## src/scope_ring_trigger_capture_assert.svh

```systemverilog
// Assertion macros shared by the scope capture modules.
// Needs clk and rst_n in the scope of the module that uses them.
`ifndef SCOPE_RING_TRIGGER_CAPTURE_ASSERT_SVH
`define SCOPE_RING_TRIGGER_CAPTURE_ASSERT_SVH

// Check cons in the same cycle as ante.
`define SRTC_ASSERT_NOW(label, ante, cons, msg) \
    label: assert property (@(posedge clk) disable iff (!rst_n) (ante) |-> (cons)) \
        else $error(msg);

// Check cons in the cycle after ante.
`define SRTC_ASSERT_NEXT(label, ante, cons, msg) \
    label: assert property (@(posedge clk) disable iff (!rst_n) (ante) |=> (cons)) \
        else $error(msg);

`endif

```

## src/srtc_pkg.sv

```systemverilog
// Shared types and constants of the scope ring capture block.
// No dependencies; used by every module of the block except srtc_ram.
package srtc_pkg;

    // Ring depth is a power of two: ring indexes wrap by truncation.
    localparam int RING_DEPTH = 1024;
    localparam int PTR_W      = $clog2(RING_DEPTH);
    localparam int HALF_DEPTH = RING_DEPTH / 2;
    localparam int OFF_W      = (PTR_W + 1 > 11) ? PTR_W + 1 : 11;

    localparam int SAMPLE_W   = 16;
    localparam int SEQ_W      = 32;
    localparam int TOP_W      = 10;
    localparam int HGT_W      = 11;
    localparam int OFS_W      = 10;
    localparam int COL_W      = 10;
    localparam int ROW_W      = 11;
    localparam int CFG_W      = 11;
    localparam int CFGIDX_W   = 2;

    localparam logic [TOP_W-1:0] PLOT_TOP_RST     = TOP_W'(44);
    localparam logic [HGT_W-1:0] PLOT_HEIGHT_RST  = HGT_W'(368);
    localparam logic [OFS_W-1:0] WINDOW_WIDTH_RST = OFS_W'(776);
    localparam logic [SEQ_W-1:0] STORED_SEQ_RST   = '1;

    localparam logic [CFGIDX_W-1:0] CFG_PLOT_TOP     = CFGIDX_W'(0);
    localparam logic [CFGIDX_W-1:0] CFG_PLOT_HEIGHT  = CFGIDX_W'(1);
    localparam logic [CFGIDX_W-1:0] CFG_WINDOW_WIDTH = CFGIDX_W'(2);

    localparam logic RPL_TRIGGER = 1'b0;
    localparam logic RPL_COLUMN  = 1'b1;

    typedef enum logic [1:0] {
        CMD_PUSH   = 2'd0,
        CMD_SEARCH = 2'd1,
        CMD_READ   = 2'd2,
        CMD_NOP    = 2'd3
    } srtc_op_t;

    // Controller to datapath
    typedef struct packed {
        logic take;      // request accepted this cycle
        logic prime;     // first search sample is on the RAM output
        logic step;      // older search sample is on the RAM output
        logic rd_calc;   // column sample is on the RAM output
        logic load_out;  // move the finished reply into the output register
    } srtc_ctl_t;

    // Datapath to controller
    typedef struct packed {
        logic hit;       // rising crossing found at the current offset
        logic last;      // current offset is the last one to check
    } srtc_sts_t;

endpackage

```

## src/srtc_ctrl.sv

```systemverilog
// Controller of the scope ring capture: sequences push, search and column read.
// Depends on srtc_pkg and the assertion macro header.
`include "scope_ring_trigger_capture_assert.svh"

module srtc_ctrl
    import srtc_pkg::*;
(
    input  logic       clk,
    input  logic       rst_n,
    input  logic       req_valid,
    input  logic [1:0] cmd,
    output logic       req_stall,
    output logic       rsp_valid,
    input  logic       rsp_stall,
    input  srtc_sts_t  sts,
    output srtc_ctl_t  ctl
);

    typedef enum logic [2:0] {
        S_IDLE,
        S_PR_MEM,
        S_PR_DATA,
        S_SR_MEM,
        S_SR_DATA,
        S_RD_MEM,
        S_RD_DATA,
        S_OUT
    } state_t;

    state_t   state_reg, state_next;
    logic     rsp_valid_reg, rsp_valid_next;
    logic     accept;
    logic     out_free;
    srtc_op_t op;

    assign op       = srtc_op_t'(cmd);
    assign accept   = req_valid && (state_reg == S_IDLE);
    assign out_free = !rsp_valid_reg || !rsp_stall;

    always_comb
    begin
        state_next = state_reg;
        unique case (state_reg)
            S_IDLE:
            begin
                if (req_valid)
                begin
                    unique case (op)
                        CMD_SEARCH: state_next = S_PR_MEM;
                        CMD_READ:   state_next = S_RD_MEM;
                        CMD_PUSH,
                        CMD_NOP:    state_next = S_IDLE;
                        default:    state_next = S_IDLE;
                    endcase
                end
            end
            S_PR_MEM:  state_next = S_PR_DATA;
            S_PR_DATA: state_next = S_SR_MEM;
            S_SR_MEM:  state_next = S_SR_DATA;
            S_SR_DATA: state_next = (sts.hit || sts.last) ? S_OUT : S_SR_MEM;
            S_RD_MEM:  state_next = S_RD_DATA;
            S_RD_DATA: state_next = S_OUT;
            S_OUT:     state_next = out_free ? S_IDLE : S_OUT;
            default:   state_next = S_IDLE;
        endcase
    end

    always_comb
    begin
        ctl.take     = accept;
        ctl.prime    = (state_reg == S_PR_DATA);
        ctl.step     = (state_reg == S_SR_DATA);
        ctl.rd_calc  = (state_reg == S_RD_DATA);
        ctl.load_out = (state_reg == S_OUT) && out_free;
    end

    // hold the reply while the receiver stalls, drop it once taken
    always_comb
    begin
        priority if (ctl.load_out)
            rsp_valid_next = 1'b1;
        else if (!rsp_stall)
            rsp_valid_next = 1'b0;
        else
            rsp_valid_next = rsp_valid_reg;
    end

    always_ff @(posedge clk or negedge rst_n)
    begin
        if (!rst_n)
        begin
            state_reg     <= S_IDLE;
            rsp_valid_reg <= 1'b0;
        end
        else
        begin
            state_reg     <= state_next;
            rsp_valid_reg <= rsp_valid_next;
        end
    end

    assign req_stall = (state_reg != S_IDLE);
    assign rsp_valid = rsp_valid_reg;

    `SRTC_ASSERT_NOW(a_load_when_free, ctl.load_out, !rsp_valid || !rsp_stall,
        "reply loaded over a stalled reply")
    `SRTC_ASSERT_NEXT(a_search_ends, (state_reg == S_SR_DATA) && (sts.hit || sts.last),
        state_reg == S_OUT, "search did not finish on hit or last offset")

endmodule

```

## config.mk

```make
export PLATFORM = sky130hd
export DESIGN_NAME = srtc_ctrl
export DESIGN_NICKNAME = d
export VERILOG_FILES = /design/src/srtc_pkg.sv /design/src/srtc_ctrl.sv
export VERILOG_INCLUDE_DIRS = /design/src /design/src/src
export SDC_FILE = /design/constraint.sdc
export NUM_CORES = 1
export LEC_CHECK = 0
export ABC_AREA = 1
export BUFFER_PORTS_ARGS = -buffer_cell sky130_fd_sc_hd__buf_2
export CELL_PAD_IN_SITES_DETAIL_PLACEMENT = 1
export CELL_PAD_IN_SITES_GLOBAL_PLACEMENT = 2
export CORE_MARGIN = 1
export CORE_UTILIZATION = 20
export DETAILED_ROUTE_END_ITERATION = 16
export PLACE_DENSITY_LB_ADDON = 0.15
export SKIP_LAST_GASP = 1
export SLEW_MARGIN = 5
export SYNTH_ARGS = -nofsm -noshare
export SYNTH_HDL_FRONTEND = slang
export SYNTH_SLANG_ARGS = --single-unit
export TNS_END_PERCENT = 100
```

## constraint.sdc

```tcl
create_clock -name clk -period 3.43 [get_ports clk]
set_clock_uncertainty 0.2 [all_clocks]
set_input_delay 0.686 -clock clk [delete_from_list [all_inputs] [get_ports clk]]
set_output_delay 0.686 -clock clk [all_outputs]
set_load 0.05 [all_outputs]
```

==> impl_metrics.env <==
export IMPL_initial_utilization_pct=22.8
export IMPL_ys_seq_area_share_pct=37.0
export IMPL_start_kind="register"
export IMPL_drv_cap=0
export IMPL_ys_flop_type="dfrtp_1"
export IMPL_tns_ns=0
export IMPL_ir_drop_mv=0.332
export IMPL_wl_per_cell_um=9.59
export IMPL_clk_path_buf_depth=2
export IMPL_r2r_start="state_reg[0]"
export IMPL_syn_to_final_growth_pct=35.2
export IMPL_critPathKind="reg -> out"
export IMPL_die_area_um2=1500
export IMPL_cts_resized=0
export IMPL_diodes=0
export IMPL_fin_util_pct=30.8
export IMPL_vias=302
export IMPL_yosysWarningCount=0
export IMPL_fp_dieW_um=38.8
export IMPL_worstPathRequired_ns=2.54
export IMPL_boundaryPins=15
export IMPL_hold_class="in -> async"
export IMPL_syn_area_per_cell_um2=6.43
export IMPL_drive_above_1_share_pct=33.3
export IMPL_clkLatencyLatePin_ns=0.23
export IMPL_grt_pass1_vias=285
export IMPL_syn_inst=42
export IMPL_rows=12
export IMPL_rr_endpoint="state_reg[0]"
export IMPL_place_gp_congestion=0.694
export IMPL_end_kind="output pin"
export IMPL_power_total_uw=402
export IMPL_clk_pin_slew_worst_paths_ns=0.04
export IMPL_synth_edf_count=0
export IMPL_overflow=0
export IMPL_io_buffers=14
export IMPL_r2r_cells=4
export IMPL_core_area_um2=1190
export IMPL_hold_viol_final=0
export IMPL_crit_end="ctl[4]"
export IMPL_layout_min_cycle_time_ns=2.27
export IMPL_place_inst=68
export IMPL_cts_sinks=4
export IMPL_ys_ff_latch=4
export IMPL_dieHeight_um=38.8
export IMPL_cts_made_buffers=3
export IMPL_tightest_slew_ns=0.249
export IMPL_crit_path_max_fanout=5
export IMPL_fin_cells=71
export IMPL_status="complete, no violations"
export IMPL_route_detailed_drc=0
export IMPL_synth_distinct_cells=11
export IMPL_fin_nets=68
export IMPL_drtAntennaViolNets=0
export IMPL_yosysTopAreaCellShare_pct=37.0
export IMPL_post_cts_buffers=0
export IMPL_first_pass_iters=4
export IMPL_netlist_area_um2=270
export IMPL_synth_fp_nets=51
export IMPL_dpl_hpwl_um=609
export IMPL_min_period_over_period_pct=66.0
export IMPL_initialDrtViolationCount=3
export IMPL_max_freq_ghz=0.441
export IMPL_grt_first_pass_wirelength_um=1180
export IMPL_synthTopCellsByCount="nand2_1, inv_1, nor2_1"
export IMPL_slew_headroom_pct=83.5
export IMPL_cts_root_buf="clkbuf_4"
export IMPL_fillers=160
export IMPL_track_usage_pct=11.7
export IMPL_cts_hold_buf=0
export IMPL_synth_top_area_cell="dfrtp_1"
export IMPL_worstPathArrival_ns=1.38
export IMPL_rsz0062_at_grt="no"
export IMPL_r2r_setup_slack_ns=2.12
export IMPL_cts_tree="built"
export IMPL_critPathLaunch="state_reg[0]"
export IMPL_largest_reg_flops=3
export IMPL_antenna_found_initial=0
export IMPL_h_tree_depth=1
export IMPL_setup_violations_final=0
export IMPL_vias_per_cell=4.25
export IMPL_leakagePower_nw=0.239
export IMPL_synth_most_common_cell="nand2_1"
export IMPL_grt_max_degree=6
export IMPL_finalMaxSlewViolations=0
export IMPL_power_density_nw_per_um2=1100
export IMPL_synthArstFlopShare_pct=100
export IMPL_wl_um=681
export IMPL_synth_area_top_cells="dfrtp_1, nand2_1, inv_1, a21oi_1, nor2_1"
==> cell usage in the layout (no fill, tap or decap), drive strengths merged <==
| master | count |
|---|---|
| a21oi | 4 |
| nor2 | 6 |
| nand3 | 1 |
| dfrtp | 4 |
| ha | 1 |
| nor3 | 2 |
| buf | 14 |
| nand2 | 12 |
| inv | 10 |
| clkbuf | 3 |
==> worst min-delay path by stage <==
stage,to,slack (ns)
finish,rsp_valid,0.05
global route,rsp_valid,0.04
CTS,rsp_valid,0.05
detailed placement,rsp_valid,0.29
global placement,rsp_valid,0.29
floorplan,rsp_valid,0.19
==> layout make-up <==
type	count	area, um^2	share of cell area, %
clock buffers	3	22.5	6.16
inverters	10	37.5	10.3
multi-input cells	26	118	32.2
flip-flops and latches	4	100	27.4
well taps	14	17.5	4.79
repair buffers	14	70.1	19.2
==> metrics by stage <==
stage / hold WS [ns] / area, um^2 / worst slack (ns)
final: 0.0490 / 365 / 1.16
after global routing: 0.0419 / 365 / 1.08
after CTS: 0.0451 / 365 / 1.13
after detailed placement: 0.292 / 343 / 1.25
after global placement: 0.289 / 343 / 1.28
after floorplan: 0.190 / 270 / 1.04
==> where the power goes <==
group / internal [mW] / switching, mW
Clock: 0.0389 / 0.0168
Combinational: 0.0601 / 0.189
Sequential: 0.0714 / 0.0258
Total: 0.170 / 0.232
==> routing by layer <==
layer,up-vias,share of wire (%),global-route usage [%]
met1,142,45,13.1
met4,0,0,5.17
met5,-,0,0
met3,0,1.9,1.73
met2,5,53,21.3
li1,155,-,-
==> critical path: stages (launching register included) <==
cell and delay (ns):
dfrtp_1 0.42, nor2_1 0.19, nand2_1 0.15, nor2_1 0.12
buf_2 0.27
==> cells by family after synthesis <==
family	synth area share (%)
simple gates	31.5
buf+inv	19.4
compound gates	7.41
flops	37.0
fa+ha+maj	4.63
Power figures use the tool's default switching activity.
